`src/rtl/itoa_pkg.sv`:
```
// ----------------------------------------------------------------------------
// itoa_pkg
// Shared constants, types and the digit-to-character mapping used by the
// integer to ASCII radix converter.
// ----------------------------------------------------------------------------
package itoa_pkg;

    // Default geometry
    localparam int DEFAULT_VALUE_BITS = 32;
    localparam int DEFAULT_MAX_DIGITS = 32;

    // Field widths
    localparam int RADIX_W = 6;
    localparam int CHAR_W  = 8;

    // Radix register
    localparam logic [RADIX_W-1:0] RADIX_RESET = 6'd10;
    localparam logic [RADIX_W-1:0] RADIX_MIN   = 6'd2;
    localparam logic [RADIX_W-1:0] RADIX_MAX   = 6'd36;
    localparam logic [RADIX_W-1:0] RADIX_DEC   = 6'd10;

    // Quotient bits retired by the divider per cycle
    localparam int STEP_BITS = 8;

    // Depth of the queue between front and back
    localparam int QUEUE_DEPTH = 2;

    // Character codes
    localparam logic [CHAR_W-1:0] ASCII_ZERO  = 8'h30;
    localparam logic [CHAR_W-1:0] ASCII_A     = 8'h41;
    localparam logic [CHAR_W-1:0] ASCII_MINUS = 8'h2D;
    localparam logic [CHAR_W-1:0] LAST_DEC    = 8'd9;
    localparam logic [CHAR_W-1:0] DEC_SPAN    = 8'd10;

    // Back-end sequencer states
    typedef enum logic [2:0] {
        BK_IDLE,
        BK_DIV,
        BK_SIGN,
        BK_READ,
        BK_EMIT
    } back_state_t;

    // Map one digit to its character: 0..9 then A..Z
    function automatic logic [CHAR_W-1:0] digit_char(input logic [RADIX_W-1:0] d);
        logic [CHAR_W-1:0] d_ext;
        d_ext = CHAR_W'(d);
        if (d_ext > LAST_DEC)
            return d_ext - DEC_SPAN + ASCII_A;
        return d_ext + ASCII_ZERO;
    endfunction

endpackage

```
`src/rtl/itoa_front.sv`:
```
// ----------------------------------------------------------------------------
// itoa_front
// Holds the radix register, accepts input beats and classifies each value:
// effective radix, sign and magnitude, packed for the work queue.
// ----------------------------------------------------------------------------
module itoa_front #(
    parameter int VALUE_BITS = itoa_pkg::DEFAULT_VALUE_BITS
) (
    input  logic                                    clk,
    input  logic                                    rst_n,
    input  logic                                    cfg_wr_en,
    input  logic [itoa_pkg::RADIX_W-1:0]            cfg_wr_data,
    input  logic                                    in_valid,
    output logic                                    in_stall,
    input  logic signed [VALUE_BITS-1:0]            value,
    input  logic                                    q_full,
    output logic                                    q_push,
    output logic [VALUE_BITS+itoa_pkg::RADIX_W:0]   q_wdata
);
    import itoa_pkg::*;

    logic [RADIX_W-1:0]    radix_reg;
    logic [RADIX_W-1:0]    radix_next;
    logic [RADIX_W-1:0]    base_eff;
    logic [VALUE_BITS-1:0] value_u;
    logic [VALUE_BITS-1:0] mag;
    logic                  neg;

    // Radix register; the user must write it only while the block is idle, the block itself does not enforce this
    always_comb
    begin
        radix_next = radix_reg;
        if (cfg_wr_en)
            radix_next = cfg_wr_data;
    end

    always_ff @(posedge clk or negedge rst_n)
    begin
        if (!rst_n)
            radix_reg <= RADIX_RESET;
        else
            radix_reg <= radix_next;
    end

    // Saturate the radix into the legal range
    always_comb
    begin
        if (radix_reg inside {[RADIX_MIN:RADIX_MAX]})
            base_eff = radix_reg;
        else if (radix_reg < RADIX_MIN)
            base_eff = RADIX_MIN;
        else
            base_eff = RADIX_MAX;
    end

    // Split sign and magnitude; only decimal is signed
    always_comb
    begin
        value_u = value;
        neg     = (base_eff == RADIX_DEC) && value_u[VALUE_BITS-1];
        mag     = neg ? (~value_u + 1'b1) : value_u;
    end

    // Push accepted beats straight into the queue
    assign in_stall = q_full;
    assign q_push   = in_valid && !q_full;
    assign q_wdata  = {neg, base_eff, mag};

endmodule

```
`src/rtl/itoa_queue.sv`:
```
// ----------------------------------------------------------------------------
// itoa_queue
// Short first-in first-out queue that decouples the classifier from the
// conversion sequencer.
// ----------------------------------------------------------------------------
module itoa_queue #(
    parameter int WIDTH = itoa_pkg::DEFAULT_VALUE_BITS + itoa_pkg::RADIX_W + 1
) (
    input  logic             clk,
    input  logic             rst_n,
    input  logic             push,
    input  logic [WIDTH-1:0] wdata,
    output logic             full,
    input  logic             pop,
    output logic             not_empty,
    output logic [WIDTH-1:0] rdata
);
    import itoa_pkg::*;

    localparam int PTR_W = (QUEUE_DEPTH > 1) ? $clog2(QUEUE_DEPTH) : 1;
    localparam int CNT_W = $clog2(QUEUE_DEPTH + 1);

    logic [WIDTH-1:0] entry_reg [QUEUE_DEPTH];
    logic [PTR_W-1:0] wr_ptr_reg;
    logic [PTR_W-1:0] wr_ptr_next;
    logic [PTR_W-1:0] rd_ptr_reg;
    logic [PTR_W-1:0] rd_ptr_next;
    logic [CNT_W-1:0] count_reg;
    logic [CNT_W-1:0] count_next;
    logic             do_push;
    logic             do_pop;

    assign full      = (count_reg == CNT_W'(QUEUE_DEPTH));
    assign not_empty = (count_reg != '0);
    assign rdata     = entry_reg[rd_ptr_reg];
    assign do_push   = push && !full;
    assign do_pop    = pop && not_empty;

    // Advance pointers and occupancy
    always_comb
    begin
        wr_ptr_next = wr_ptr_reg;
        rd_ptr_next = rd_ptr_reg;
        count_next  = count_reg;
        if (do_push)
            wr_ptr_next = (wr_ptr_reg == PTR_W'(QUEUE_DEPTH - 1)) ? '0 : wr_ptr_reg + 1'b1;
        if (do_pop)
            rd_ptr_next = (rd_ptr_reg == PTR_W'(QUEUE_DEPTH - 1)) ? '0 : rd_ptr_reg + 1'b1;
        if (do_push && !do_pop)
            count_next = count_reg + 1'b1;
        else if (do_pop && !do_push)
            count_next = count_reg - 1'b1;
    end

    always_ff @(posedge clk or negedge rst_n)
    begin
        if (!rst_n)
        begin
            wr_ptr_reg <= '0;
            rd_ptr_reg <= '0;
            count_reg  <= '0;
        end
        else
        begin
            wr_ptr_reg <= wr_ptr_next;
            rd_ptr_reg <= rd_ptr_next;
            count_reg  <= count_next;
        end
    end

    // Store entries
    always_ff @(posedge clk)
    begin
        if (do_push)
            entry_reg[wr_ptr_reg] <= wdata;
    end

endmodule

```
`src/rtl/itoa_back.sv`:
```
// ----------------------------------------------------------------------------
// itoa_back
// Conversion sequencer: divides the magnitude by the radix with a long
// divider that retires several quotient bits per cycle, stores the digits
// least significant first, then sends the sign and digits out in reverse.
// ----------------------------------------------------------------------------
module itoa_back #(
    parameter int VALUE_BITS = itoa_pkg::DEFAULT_VALUE_BITS,
    parameter int MAX_DIGITS = itoa_pkg::DEFAULT_MAX_DIGITS
) (
    input  logic                                    clk,
    input  logic                                    rst_n,
    input  logic                                    q_valid,
    input  logic [VALUE_BITS+itoa_pkg::RADIX_W:0]   q_data,
    output logic                                    q_pop,
    output logic                                    out_valid,
    input  logic                                    out_stall,
    output logic [itoa_pkg::CHAR_W-1:0]             char_code,
    output logic                                    last_char
);
    import itoa_pkg::*;

    localparam int DIV_STEPS = (VALUE_BITS + STEP_BITS - 1) / STEP_BITS;
    localparam int PAD_BITS  = DIV_STEPS * STEP_BITS;
    localparam int STEP_CW   = (DIV_STEPS > 1) ? $clog2(DIV_STEPS) : 1;
    localparam int CNT_W     = $clog2(MAX_DIGITS + 1);
    localparam int ADDR_W    = $clog2(MAX_DIGITS);

    back_state_t state_reg;
    back_state_t state_next;

    logic [PAD_BITS-1:0] quot_reg;
    logic [PAD_BITS-1:0] quot_next;
    logic [RADIX_W-1:0]  rem_reg;
    logic [RADIX_W-1:0]  rem_next;
    logic [RADIX_W-1:0]  base_reg;
    logic [RADIX_W-1:0]  base_next;
    logic                neg_reg;
    logic                neg_next;
    logic [CNT_W-1:0]    count_reg;
    logic [CNT_W-1:0]    count_next;
    logic [STEP_CW-1:0]  step_reg;
    logic [STEP_CW-1:0]  step_next;
    logic                out_valid_reg;
    logic                out_valid_next;
    logic [CHAR_W-1:0]   char_reg;
    logic [CHAR_W-1:0]   char_next;
    logic                last_reg;
    logic                last_next;

    logic [RADIX_W-1:0]  digit_mem [MAX_DIGITS];
    logic [RADIX_W-1:0]  rd_data_reg;
    logic [ADDR_W-1:0]   wr_addr;
    logic [ADDR_W-1:0]   rd_addr;
    logic                mem_we;

    logic [PAD_BITS-1:0] q_work;
    logic [RADIX_W:0]    t_work;
    logic [RADIX_W-1:0]  r_work;
    logic [PAD_BITS-1:0] div_quot;
    logic [RADIX_W-1:0]  div_rem;
    logic [CNT_W-1:0]    count_inc;
    logic [CNT_W-1:0]    limit;
    logic                div_last;
    logic                div_done;
    logic                out_free;

    logic                in_neg;
    logic [RADIX_W-1:0]  in_base;
    logic [VALUE_BITS-1:0] in_mag;

    assign {in_neg, in_base, in_mag} = q_data;

    assign out_free  = !out_valid_reg || !out_stall;
    assign count_inc = count_reg + 1'b1;
    assign limit     = neg_reg ? CNT_W'(MAX_DIGITS - 1) : CNT_W'(MAX_DIGITS);
    assign div_last  = (step_reg == STEP_CW'(DIV_STEPS - 1));
    assign div_done  = (div_quot == '0) || (count_inc >= limit);
    assign wr_addr   = count_reg[ADDR_W-1:0];
    assign rd_addr   = ADDR_W'(count_reg - 1'b1);

    // Long division: retire STEP_BITS quotient bits per cycle
    always_comb
    begin
        q_work = quot_reg;
        r_work = rem_reg;
        t_work = '0;
        for (int i = 0; i < STEP_BITS; i++)
        begin
            t_work = {r_work, q_work[PAD_BITS-1]};
            q_work = {q_work[PAD_BITS-2:0], 1'b0};
            if (t_work >= {1'b0, base_reg})
            begin
                t_work    = t_work - {1'b0, base_reg};
                q_work[0] = 1'b1;
            end
            r_work = t_work[RADIX_W-1:0];
        end
        div_quot = q_work;
        div_rem  = r_work;
    end

    // Next state
    always_comb
    begin
        state_next = state_reg;
        case (state_reg)
            BK_IDLE:
                if (q_valid)
                    state_next = BK_DIV;
            BK_DIV:
                if (div_last && div_done)
                    state_next = neg_reg ? BK_SIGN : BK_READ;
            BK_SIGN:
                if (out_free)
                    state_next = BK_READ;
            BK_READ:
                state_next = BK_EMIT;
            BK_EMIT:
                if (out_free)
                    state_next = (count_reg == CNT_W'(1)) ? BK_IDLE : BK_READ;
            default:
                state_next = BK_IDLE;
        endcase
    end

    // Datapath and outputs
    always_comb
    begin
        q_pop          = 1'b0;
        quot_next      = quot_reg;
        rem_next       = rem_reg;
        base_next      = base_reg;
        neg_next       = neg_reg;
        count_next     = count_reg;
        step_next      = step_reg;
        mem_we         = 1'b0;
        out_valid_next = out_valid_reg && out_stall;
        char_next      = char_reg;
        last_next      = last_reg;
        case (state_reg)
            BK_IDLE:
                if (q_valid)
                begin
                    q_pop      = 1'b1;
                    quot_next  = PAD_BITS'(in_mag);
                    rem_next   = '0;
                    base_next  = in_base;
                    neg_next   = in_neg;
                    count_next = '0;
                    step_next  = '0;
                end
            BK_DIV:
            begin
                quot_next = div_quot;
                rem_next  = div_rem;
                step_next = step_reg + 1'b1;
                if (div_last)
                begin
                    mem_we     = 1'b1;
                    count_next = count_inc;
                    rem_next   = '0;
                    step_next  = '0;
                end
            end
            BK_SIGN:
                if (out_free)
                begin
                    out_valid_next = 1'b1;
                    char_next      = ASCII_MINUS;
                    last_next      = 1'b0;
                end
            BK_READ:
                ;
            BK_EMIT:
                if (out_free)
                begin
                    out_valid_next = 1'b1;
                    char_next      = digit_char(rd_data_reg);
                    last_next      = (count_reg == CNT_W'(1));
                    count_next     = count_reg - 1'b1;
                end
            default:
                ;
        endcase
    end

    // Control registers
    always_ff @(posedge clk or negedge rst_n)
    begin
        if (!rst_n)
        begin
            state_reg     <= BK_IDLE;
            count_reg     <= '0;
            step_reg      <= '0;
            neg_reg       <= 1'b0;
            out_valid_reg <= 1'b0;
        end
        else
        begin
            state_reg     <= state_next;
            count_reg     <= count_next;
            step_reg      <= step_next;
            neg_reg       <= neg_next;
            out_valid_reg <= out_valid_next;
        end
    end

    // Payload registers
    always_ff @(posedge clk)
    begin
        quot_reg <= quot_next;
        rem_reg  <= rem_next;
        base_reg <= base_next;
        char_reg <= char_next;
        last_reg <= last_next;
    end

    // Digit store: one write port, one registered read port
    always_ff @(posedge clk)
    begin
        if (mem_we)
            digit_mem[wr_addr] <= div_rem;
        if (state_reg == BK_READ)
            rd_data_reg <= digit_mem[rd_addr];
    end

    assign out_valid = out_valid_reg;
    assign char_code = char_reg;
    assign last_char = last_reg;

    // Digit count never runs past the store
    assert property (@(posedge clk) disable iff (!rst_n)
        count_reg <= CNT_W'(MAX_DIGITS))
        else $error("digit count exceeds store depth");

    // Divider only runs with a legal radix
    assert property (@(posedge clk) disable iff (!rst_n)
        state_reg == BK_DIV |-> (base_reg >= RADIX_MIN && base_reg <= RADIX_MAX))
        else $error("divider running with illegal radix");

    // Read-out never starts on an empty digit list
    assert property (@(posedge clk) disable iff (!rst_n)
        (state_reg == BK_READ || state_reg == BK_EMIT) |-> count_reg != '0)
        else $error("read-out with no digits left");

    // Final character ends the item
    assert property (@(posedge clk) disable iff (!rst_n)
        (state_reg == BK_EMIT && out_free && count_reg == CNT_W'(1))
        |=> (state_reg == BK_IDLE && out_valid_reg && last_reg))
        else $error("final character not flagged or sequencer not idle");

endmodule

```
`src/rtl/integer_to_ascii_radix_core.sv`:
```
// ----------------------------------------------------------------------------
// integer_to_ascii_radix_core
// Integer to ASCII text converter with a programmable radix of 2 to 36.
// ----------------------------------------------------------------------------
// Usage:
//   Write the radix on cfg_wr_en/cfg_wr_data while idle; it resets to 10 and
//   saturates into 2..36. Each input beat (in_valid, in_stall, value) carries
//   one integer. The output channel (out_valid, out_stall) sends one beat per
//   character, most significant first, with last_char set on the final one.
//   In radix 10 a negative value is led by '-'; other radices read the value
//   as unsigned.
// Timing:
//   The front classifies a beat and queues it in the same cycle; the queue
//   holds two items. The back divides with one shared long divider that
//   retires 8 quotient bits per cycle in state BK_DIV and stores each digit;
//   it then sends a minus sign from BK_SIGN if needed, reads each digit
//   from the digit store in BK_READ and sends it in BK_EMIT. The back takes
//   the next item from the queue only after the last character of an item.
// Reset and stall:
//   Reset empties the queue and output register and sets the radix to 10.
//   A stalled receiver holds the output beat; the back waits, and the queue
//   keeps accepting input until it is full.
// ----------------------------------------------------------------------------
module integer_to_ascii_radix_core #(
    parameter int VALUE_BITS = itoa_pkg::DEFAULT_VALUE_BITS,
    parameter int MAX_DIGITS = itoa_pkg::DEFAULT_MAX_DIGITS
) (
    input  logic                          clk,
    input  logic                          rst_n,
    input  logic                          cfg_wr_en,
    input  logic [itoa_pkg::RADIX_W-1:0]  cfg_wr_data,
    input  logic                          in_valid,
    output logic                          in_stall,
    input  logic signed [VALUE_BITS-1:0]  value,
    output logic                          out_valid,
    input  logic                          out_stall,
    output logic [itoa_pkg::CHAR_W-1:0]   char_code,
    output logic                          last_char
);
    import itoa_pkg::*;

    localparam int ENTRY_W = VALUE_BITS + RADIX_W + 1;

    logic               q_push;
    logic               q_full;
    logic [ENTRY_W-1:0] q_wdata;
    logic               q_pop;
    logic               q_not_empty;
    logic [ENTRY_W-1:0] q_rdata;

    // Accept and classify
    itoa_front #(
        .VALUE_BITS (VALUE_BITS)
    ) u_front (
        .clk         (clk),
        .rst_n       (rst_n),
        .cfg_wr_en   (cfg_wr_en),
        .cfg_wr_data (cfg_wr_data),
        .in_valid    (in_valid),
        .in_stall    (in_stall),
        .value       (value),
        .q_full      (q_full),
        .q_push      (q_push),
        .q_wdata     (q_wdata)
    );

    // Decouple front and back
    itoa_queue #(
        .WIDTH (ENTRY_W)
    ) u_queue (
        .clk       (clk),
        .rst_n     (rst_n),
        .push      (q_push),
        .wdata     (q_wdata),
        .full      (q_full),
        .pop       (q_pop),
        .not_empty (q_not_empty),
        .rdata     (q_rdata)
    );

    // Convert and send characters
    itoa_back #(
        .VALUE_BITS (VALUE_BITS),
        .MAX_DIGITS (MAX_DIGITS)
    ) u_back (
        .clk       (clk),
        .rst_n     (rst_n),
        .q_valid   (q_not_empty),
        .q_data    (q_rdata),
        .q_pop     (q_pop),
        .out_valid (out_valid),
        .out_stall (out_stall),
        .char_code (char_code),
        .last_char (last_char)
    );

endmodule
```
`config.mk`:
```
export PLATFORM = sky130hd
export DESIGN_NAME = integer_to_ascii_radix_core
export DESIGN_NICKNAME = d
export VERILOG_FILES = /design/src/rtl/itoa_pkg.sv /design/src/rtl/itoa_front.sv /design/src/rtl/itoa_queue.sv /design/src/rtl/itoa_back.sv /design/src/rtl/integer_to_ascii_radix_core.sv
export SDC_FILE = /design/constraint.sdc
export NUM_CORES = 1
export LEC_CHECK = 0
export BUFFER_PORTS_ARGS = -buffer_cell sky130_fd_sc_hd__buf_2
export CAP_MARGIN = 0
export CORE_MARGIN = 10
export CORE_UTILIZATION = 30
export CTS_CLUSTER_DIAMETER = 50
export DETAILED_ROUTE_END_ITERATION = 10
export GPL_ROUTABILITY_DRIVEN = 0
export PLACE_DENSITY_LB_ADDON = 0.05
export SKIP_CTS_REPAIR_TIMING = 1
export SLEW_MARGIN = 20
export SYNTH_ARGS = -nofsm -noshare
export SYNTH_HDL_FRONTEND = slang
export SYNTH_SLANG_ARGS = --single-unit
```
`constraint.sdc`:
```
create_clock -name clk -period 39.9 [get_ports clk]
set_clock_uncertainty 0.05 [all_clocks]
set_input_delay 7.98 -clock clk [delete_from_list [all_inputs] [get_ports clk]]
set_output_delay 7.98 -clock clk [all_outputs]
set_load 0.05 [all_outputs]
```
=== Yosys cells after proc, flatten, opt, wreduce, memory -nomap -nowiden ===
Memory sizes are Yosys's and may differ from the RTL's. A register that Yosys moved wholly into a read port is not among the register bits.
Cells that the tools add are included.

* Reductions and logical operators: 29
* Add/subtract/negate cells: 19
* Muxes and demuxes: 63
* Bitwise gates (word level): 1
* Equal/unequal tests: 13
* Order comparisons: 13

{| class="wikitable"
|+ Operator list
! kind !! number
|-
| $mux W6 || 15
|-
| $mux W32 || 2
|-
| $pmux W32 S2 || 1
|-
| $ge A7 B6 Y1 || 8
|-
| $sub A6 B6 Y6 || 8
|-
| $add A32 B1 Y32 const B || 1
|-
| $logic_not A32 Y1 || 1
|-
| $mux W8 || 4
|-
| $not A32 Y32 || 1
|-
| $mux W1 || 26
|-
| $pmux W6 S3 || 1
|-
| $pmux W8 S2 || 1
|-
| $pmux W3 S5 || 1
|-
| $mux W3 || 4
|-
| $pmux W6 S2 || 1
|-
| $mux W2 || 5
|-
| $logic_and A1 B1 Y1 || 9
|-
| $add A8 B7 Y8 const B || 1
|-
| $ne A2 B1 Y1 const B || 4
|-
| $reduce_and A4 Y1 || 2
|-
| $reduce_bool A2 Y1 || 4
|-
| $add A6 B6 Y7 const B || 1
|-
| $sub A6 B4 Y7 const B || 1
|-
| $add A6 B1 Y6 const B || 1
|-
| other kinds (25) || 35
|}

* Memories kept: 2
* Output and inout port bits: 11
* Register bits: 76
* Word-level logic and storage cells: 154
* Input bits: 43
* RAM bits: 270

{| class="wikitable"
|+ Memory list
! name !! words !! width !! rd ports !! clocked after memory_dff !! wr ports !! RTL line !! text
|-
| u_back.digit_mem || 32 || 6 || 1 || 1 || 1 || itoa_back.sv:51 || <nowiki>logic [RADIX_W-1:0] digit_mem [MAX_DIGITS];</nowiki>
|-
| u_queue.entry_reg || 2 || 39 || 1 || 0 || 1 || itoa_queue.sv:23 || <nowiki>logic [WIDTH-1:0] entry_reg [QUEUE_DEPTH];</nowiki>
|}

=== Logic depth before layout (Yosys ltp) ===
* Depth in word-level cells: 21
* Gate-level depth with buffers: 81
* Gate-level depth less buffers: 78

=== Cells and area by module ===
From an unflattened synthesis, not the netlist that was laid out.

* Cell total of the unflattened synthesis: 1316
* Area, all modules: 18004.8 sq um

{| class="wikitable"
|+ By module, submodules not included
! module !! cells an instance !! area an instance (sq um) !! times used !! seq. area each (sq um)
|-
| itoa_back || 1044 || 13958.4 || 1 || 7862.5
|-
| itoa_queue || 140 || 3026.7 || 1 || 2442.3
|-
| itoa_front || 132 || 1019.7 || 1 || 152.6
|}

=== Worst setup path after synthesis ===
No wires, ideal clock.

* Path type: reg-to-reg
* Start: reg u_back.base_reg[1]
* End: reg u_back.rem_reg[0], data pin
* Clock period less this slack: 17.561 ns
* Buffers on the path: 4
* Setup time: 0.152 ns
* Data arrival time: 17.359 ns
* Slack: 22.339 ns
* Stages on the path, launching flop included: 79
* Cells stage by stage: edfxtp_1 inv_1 ha_1 nand2b_1 a211o_1 and3_1 buf_6 mux2i_1 inv_1 ha_1 and4_1 or3_1 o31ai_4 o211ai_1 buf_4 o21ai_0 inv_1 ha_1 (+43 left out) o21ai_0 a21o_1 a21o_1 a211oi_1 o41ai_2 a211oi_4 mux2i_1 ha_1 a21oi_1 o21bai_1 a21o_1 a21o_2 o21bai_1 a21o_2 a211oi_1 mux2i_4 mux2i_1 nor3b_2

* Cells in the longest elaborated chain, start to end: 18
* Elaborated cells on any way between the ends: 25
* Classes of those cells: 7 x add/sub; 8 x order compare; 10 x mux

{| class="wikitable"
|+ RTL lines
! what !! RTL line !! text
|-
| start: declaration || itoa_back.sv:36 || <nowiki>logic [RADIX_W-1:0] base_reg;</nowiki>
|-
| start signal: assignment || itoa_back.sv:214 || <nowiki>base_reg <= base_next;</nowiki>
|-
| $sub A6 B6 Y6 / $ge A7 B6 Y1 (equally long branches) || itoa_back.sv:94, itoa_back.sv:92 ||
|-
| $mux W6 || itoa_back.sv:92 || <nowiki>if (t_work >= {1'b0, base_reg})</nowiki>
|-
| $sub A6 B6 Y6 / $ge A7 B6 Y1 (equally long branches) || itoa_back.sv:94, itoa_back.sv:92 ||
|-
| $mux W6 || itoa_back.sv:92 ||
|-
| $sub A6 B6 Y6 / $ge A7 B6 Y1 (equally long branches) || itoa_back.sv:94, itoa_back.sv:92 ||
|-
| $mux W6 || itoa_back.sv:92 ||
|-
| $sub A6 B6 Y6 / $ge A7 B6 Y1 (equally long branches) || itoa_back.sv:94, itoa_back.sv:92 ||
|-
| $mux W6 || itoa_back.sv:92 ||
|-
| (+3 left out) || - ||
|-
| $mux W6 || itoa_back.sv:92 ||
|-
| $sub A6 B6 Y6 / $ge A7 B6 Y1 (equally long branches) || itoa_back.sv:94, itoa_back.sv:92 ||
|-
| $mux W6 || itoa_back.sv:92 ||
|-
| $ge A7 B6 Y1 (*) || itoa_back.sv:92 ||
|-
| $mux W6 (*) || itoa_back.sv:92 ||
|-
| named net u_back.t_work[0] || itoa_back.sv:58 || <nowiki>logic [RADIX_W:0] t_work;</nowiki>
|-
| $mux W6 (*) || itoa_back.sv:158 || <nowiki>if (div_last)</nowiki>
|-
| $pmux W6 S2 (*) || itoa_back.sv:141 || <nowiki>case (state_reg)</nowiki>
|-
| end signal: assignment || itoa_back.sv:213 || <nowiki>rem_reg <= rem_next;</nowiki>
|-
| end: declaration || itoa_back.sv:34 || <nowiki>logic [RADIX_W-1:0] rem_reg;</nowiki>
|}

The timed path passes the listed nets; every way through them passes the cells marked *.
A chain may end at the register's enable or synchronous reset.

=== Final worst setup path ===
Same ends and word-level chain as after synthesis.

==> flow_results.xml <==
<?xml version="1.0" encoding="UTF-8"?>
<metrics>
  <group name="floorplanning">
    <metric name="initial_utilization" unit="%">30.46</metric>
    <metric name="die_width" unit="um">262.5</metric>
    <metric name="die_area" unit="um^2">68900</metric>
    <metric name="core_area" unit="um^2">57920</metric>
    <metric name="floorplan.io_pins" unit="">54</metric>
    <metric name="die_height" unit="um">262.5</metric>
    <metric name="floorplan.rows" unit="">88</metric>
  </group>
  <group name="place">
    <metric name="place_inst" unit="">2035</metric>
    <metric name="input_output_buffers" unit="">53</metric>
    <metric name="dp_hpwl" unit="um">30540</metric>
  </group>
  <group name="yosys">
    <metric name="ys_types" unit="">86</metric>
    <metric name="yosys_warnings" unit="">0</metric>
    <metric name="yosysTopAreaCellShare" unit="%">56.01</metric>
    <metric name="synth-seq-cells" unit="">352</metric>
    <metric name="postSynth.topFlopCell" unit="">sky130_fd_sc_hd__edfxtp_1</metric>
    <metric name="synth.cell_area" unit="um^2">17640</metric>
    <metric name="ys_top_cells_by_count" unit="">329 x sky130_fd_sc_hd__edfxtp_1, 91 x sky130_fd_sc_hd__nor2_1, 77 x sky130_fd_sc_hd__nand2_1</metric>
    <metric name="most_instantiated_library_cell_after_synthesis" unit="">sky130_fd_sc_hd__edfxtp_1</metric>
    <metric name="syn-mean-instance-area" unit="um^2">14.06</metric>
    <metric name="netlist.top_cell.by_area" unit="">sky130_fd_sc_hd__edfxtp_1</metric>
    <metric name="synth_fp_nets" unit="">1373</metric>
    <metric name="share_of_the_yosys_chip_area_belonging_to_registers" unit="%">59.29</metric>
    <metric name="yosys-top-cells-area" unit="">sky130_fd_sc_hd__edfxtp_1 56%, sky130_fd_sc_hd__mux4_2 7.7%, sky130_fd_sc_hd__ha_1 4.8%</metric>
    <metric name="synth_enable_flop_cells" unit="">329</metric>
    <metric name="synthesis.instances" unit="">1255</metric>
    <metric name="postSynth.asyncResetShare" unit="%">6.534</metric>
  </group>
  <group name="layout">
    <metric name="largest_reg_flops" unit="">192</metric>
    <metric name="fillCellCount" unit="">5667</metric>
    <metric name="final_cell_count_no_fill" unit="">2123</metric>
    <metric name="post_route_cells_drive_above_1_share" unit="%">20.03</metric>
    <metric name="area_delta_synth_final" unit="%">15.56</metric>
    <metric name="num_antenna_cells" unit="">0</metric>
    <metric name="layout.nets" unit="">1438</metric>
  </group>
  <group name="route">
    <metric name="vias_per_cell" unit="">4.887</metric>
    <metric name="routed-wl-met3" unit="um">1434</metric>
    <metric name="total_via_count_in_the_routed_design" unit="">10375</metric>
    <metric name="drt_pass1_iterations" unit="">5</metric>
    <metric name="wirelength_met1" unit="um">21750</metric>
    <metric name="detail_route.drc_violations" unit="">0</metric>
    <metric name="routed_wirelength_normalized_by_instance_count" unit="um">21.38</metric>
    <metric name="route.antenna.remaining_nets" unit="">0</metric>
    <metric name="met2WireLength" unit="um">21110</metric>
    <metric name="drt_first_iter_violations" unit="">690</metric>
    <metric name="drt_wl_total" unit="um">45390</metric>
    <metric name="maxUsedRoutingLayer" unit="">met4</metric>
  </group>
  <group name="setup_path">
    <metric name="end_kind" unit="">flop</metric>
    <metric name="critPathRequiredTime" unit="ns">40.28</metric>
    <metric name="path_max_fanout" unit="">33</metric>
    <metric name="timing.critical_path.slowest_cell_delay" unit="ns">0.83</metric>
    <metric name="timing_worst_setup_path_type" unit="">reg -&gt; reg</metric>
    <metric name="crit_path_start_kind" unit="">flop</metric>
    <metric name="critical_path.slowest_cell" unit="">sky130_fd_sc_hd__mux2i_4</metric>
    <metric name="critPathArrivalTime" unit="ns">20.69</metric>
    <metric name="timing.critical_path.mode_cell" unit="">sky130_fd_sc_hd__ha_1</metric>
  </group>
  <group name="outcome">
    <metric name="run_status" unit="">finished, final reports clean</metric>
  </group>
  <group name="clocking">
    <metric name="clk_root_buffer_cell" unit="">sky130_fd_sc_hd__clkbuf_16</metric>
    <metric name="cts_buffers" unit="">48</metric>
    <metric name="cts.sink_count" unit="">352</metric>
    <metric name="tritoncts" unit="">built</metric>
    <metric name="cts.path.max_buffers" unit="">3</metric>
    <metric name="clock_latency" unit="ns">0.60</metric>
    <metric name="cts.reportedPaths.clkPinSlew" unit="ns">0.06</metric>
    <metric name="htree_levels" unit="">2</metric>
  </group>
  <group name="timing">
    <metric name="hold_violations" unit="">0</metric>
    <metric name="layout_worst_path_cycle_share" unit="%">50.91</metric>
    <metric name="fin_hold_ws" unit="ns">0.4475</metric>
    <metric name="period_needed" unit="ns">20.31</metric>
    <metric name="max_slew_violation_total_from_the_final_report" unit="">0</metric>
    <metric name="fin_tns_setup" unit="ns">0</metric>
    <metric name="setup_viol_count_final" unit="">0</metric>
    <metric name="unrepaired_setup_endpoints_after_global_routing" unit="">no</metric>
    <metric name="max_freq" unit="MHz">49.23</metric>
    <metric name="timing.max_slew.rel_slack" unit="%">26.18</metric>
    <metric name="worst-slew-pin-transition" unit="ns">1.097</metric>
  </group>
  <group name="global_routing">
    <metric name="wire_length_of_the_first_global_routing_pass" unit="um">68740</metric>
    <metric name="number_of_antenna_violations_at_the_first_check_in_global_routing" unit="">2</metric>
    <metric name="first_global_vias" unit="">10863</metric>
    <metric name="grt_max_degree" unit="">67</metric>
    <metric name="global_router_s_overall_resource_usage" unit="%">12.91</metric>
    <metric name="gr-total-overflow" unit="">0</metric>
  </group>
  <group name="run">
    <metric name="max_cap_viol_count" unit="">0</metric>
  </group>
  <group name="min_path">
    <metric name="holdCritPathClass" unit="">reg -&gt; reg</metric>
  </group>
</metrics>
-- layout make-up --
cell class	count	area, um^2	share of cell area, %
Clock buffer	56	1231	6.040
Clock inverter	32	385.4	1.891
Inverter	60	225.2	1.105
Multi-Input combinational cell	795	6782	33.27
Sequential cell	352	10460	51.33
Tap cell	765	957.2	4.696
Timing Repair Buffer	63	340.3	1.670
-- cell families (layout without fill, tap and decap cells) --
| kind of cell | Yosys count | after routing | share of synthesized area (%) |
|---|---|---|---|
| xor gates and xnor gates | 70 | 70 | 3.476 |
| muxes | 133 | 133 | 12.20 |
| buffers and inverters | 108 | 211 | 2.525 |
| DFF | 352 | 352 | 59.29 |
| adders and majority gates | 76 | 76 | 5.717 |
| AOI/OAI and AO/OA | 219 | 219 | 8.327 |
| and+or+nand+nor | 297 | 297 | 8.469 |
-- worst paths after layout --
path / start / slack, ns / cells after the start / end
setup / recovery: u_back.base_reg[1] / 19.59 / 74 / u_back.rem_reg[0]
hold / removal: u_queue.count_reg[1] / 0.45 / 1 / u_queue.count_reg[1]
setup reg to reg: u_back.base_reg[1] / 19.59 / 74 / u_back.rem_reg[0]
hold reg to reg: u_queue.count_reg[1] / 0.45 / 1 / u_queue.count_reg[1]
max in group asynchronous: rst_n / 31.86 / 1 / u_back.count_reg[0]
min in group asynchronous: rst_n / 7.37 / 1 / u_front.radix_reg[2]
-- through the flow --
stage / cell area (um^2) / worst slack [ns] / util [%]
2_1_floorplan: 17640 / 22.34 / -
3_5_place_dp: 18770 / 19.61 / 32.40
5_1_grt: 20380 / 17.88 / 35.19
4_1_cts: 20380 / 19.46 / 35.19
3_3_place_gp: 18770 / 20.03 / 32.40
6_report: 20380 / 19.59 / 35.19
-- cells in the final DEF, fill, tap and decap left out, types with 6 or more instances in the layout --
cell / instances
sky130_fd_sc_hd__edfxtp_1: 329
sky130_fd_sc_hd__nor2_1: 90
sky130_fd_sc_hd__nand2_1: 76
sky130_fd_sc_hd__o21ai_0: 76
sky130_fd_sc_hd__ha_1: 66
sky130_fd_sc_hd__mux4_2: 60
sky130_fd_sc_hd__inv_1: 58
sky130_fd_sc_hd__buf_2: 53
sky130_fd_sc_hd__a21oi_1: 50
sky130_fd_sc_hd__clkbuf_16: 48
sky130_fd_sc_hd__mux2i_1: 40
sky130_fd_sc_hd__xor2_1: 37
sky130_fd_sc_hd__xnor2_1: 32
sky130_fd_sc_hd__mux2_2: 25
sky130_fd_sc_hd__nand3_1: 19
sky130_fd_sc_hd__dfrtp_1: 19
sky130_fd_sc_hd__nor3_1: 17
sky130_fd_sc_hd__nor2b_1: 15
sky130_fd_sc_hd__nand2b_1: 14
sky130_fd_sc_hd__a211oi_1: 11
sky130_fd_sc_hd__a21o_1: 10
sky130_fd_sc_hd__buf_4: 10
sky130_fd_sc_hd__o21a_1: 9
sky130_fd_sc_hd__nand4_1: 8
sky130_fd_sc_hd__nor4_1: 8
sky130_fd_sc_hd__fa_1: 8
sky130_fd_sc_hd__clkbuf_1: 8
sky130_fd_sc_hd__a31oi_1: 7
sky130_fd_sc_hd__clkinv_1: 7
sky130_fd_sc_hd__o31a_1: 6
sky130_fd_sc_hd__and3_1: 6
sky130_fd_sc_hd__a21o_2: 6
sky130_fd_sc_hd__nor3b_2: 6
sky130_fd_sc_hd__clkinv_2: 6
-- critical path, delay by kind of cell, from the launching register on --
kind                       cells  cell delay (ns)
buffers and inverters          7             1.07
DFF                            1             0.73
muxes                          4             1.78
and+or+nand+nor               15             3.82
AOI/OAI and AO/OA             40            10.22
adders and majority gates      8             2.43
-- per-layer routing --
layer	GRT usage, %	vias up
met5	0	-
met4	4.441	0
met3	1.790	62
met2	20.46	160
met1	17.80	5228
li1	-	4925
Power is not shown: default switching activity piles up to over one toggle a cycle in this logic, so the estimate is an artifact.
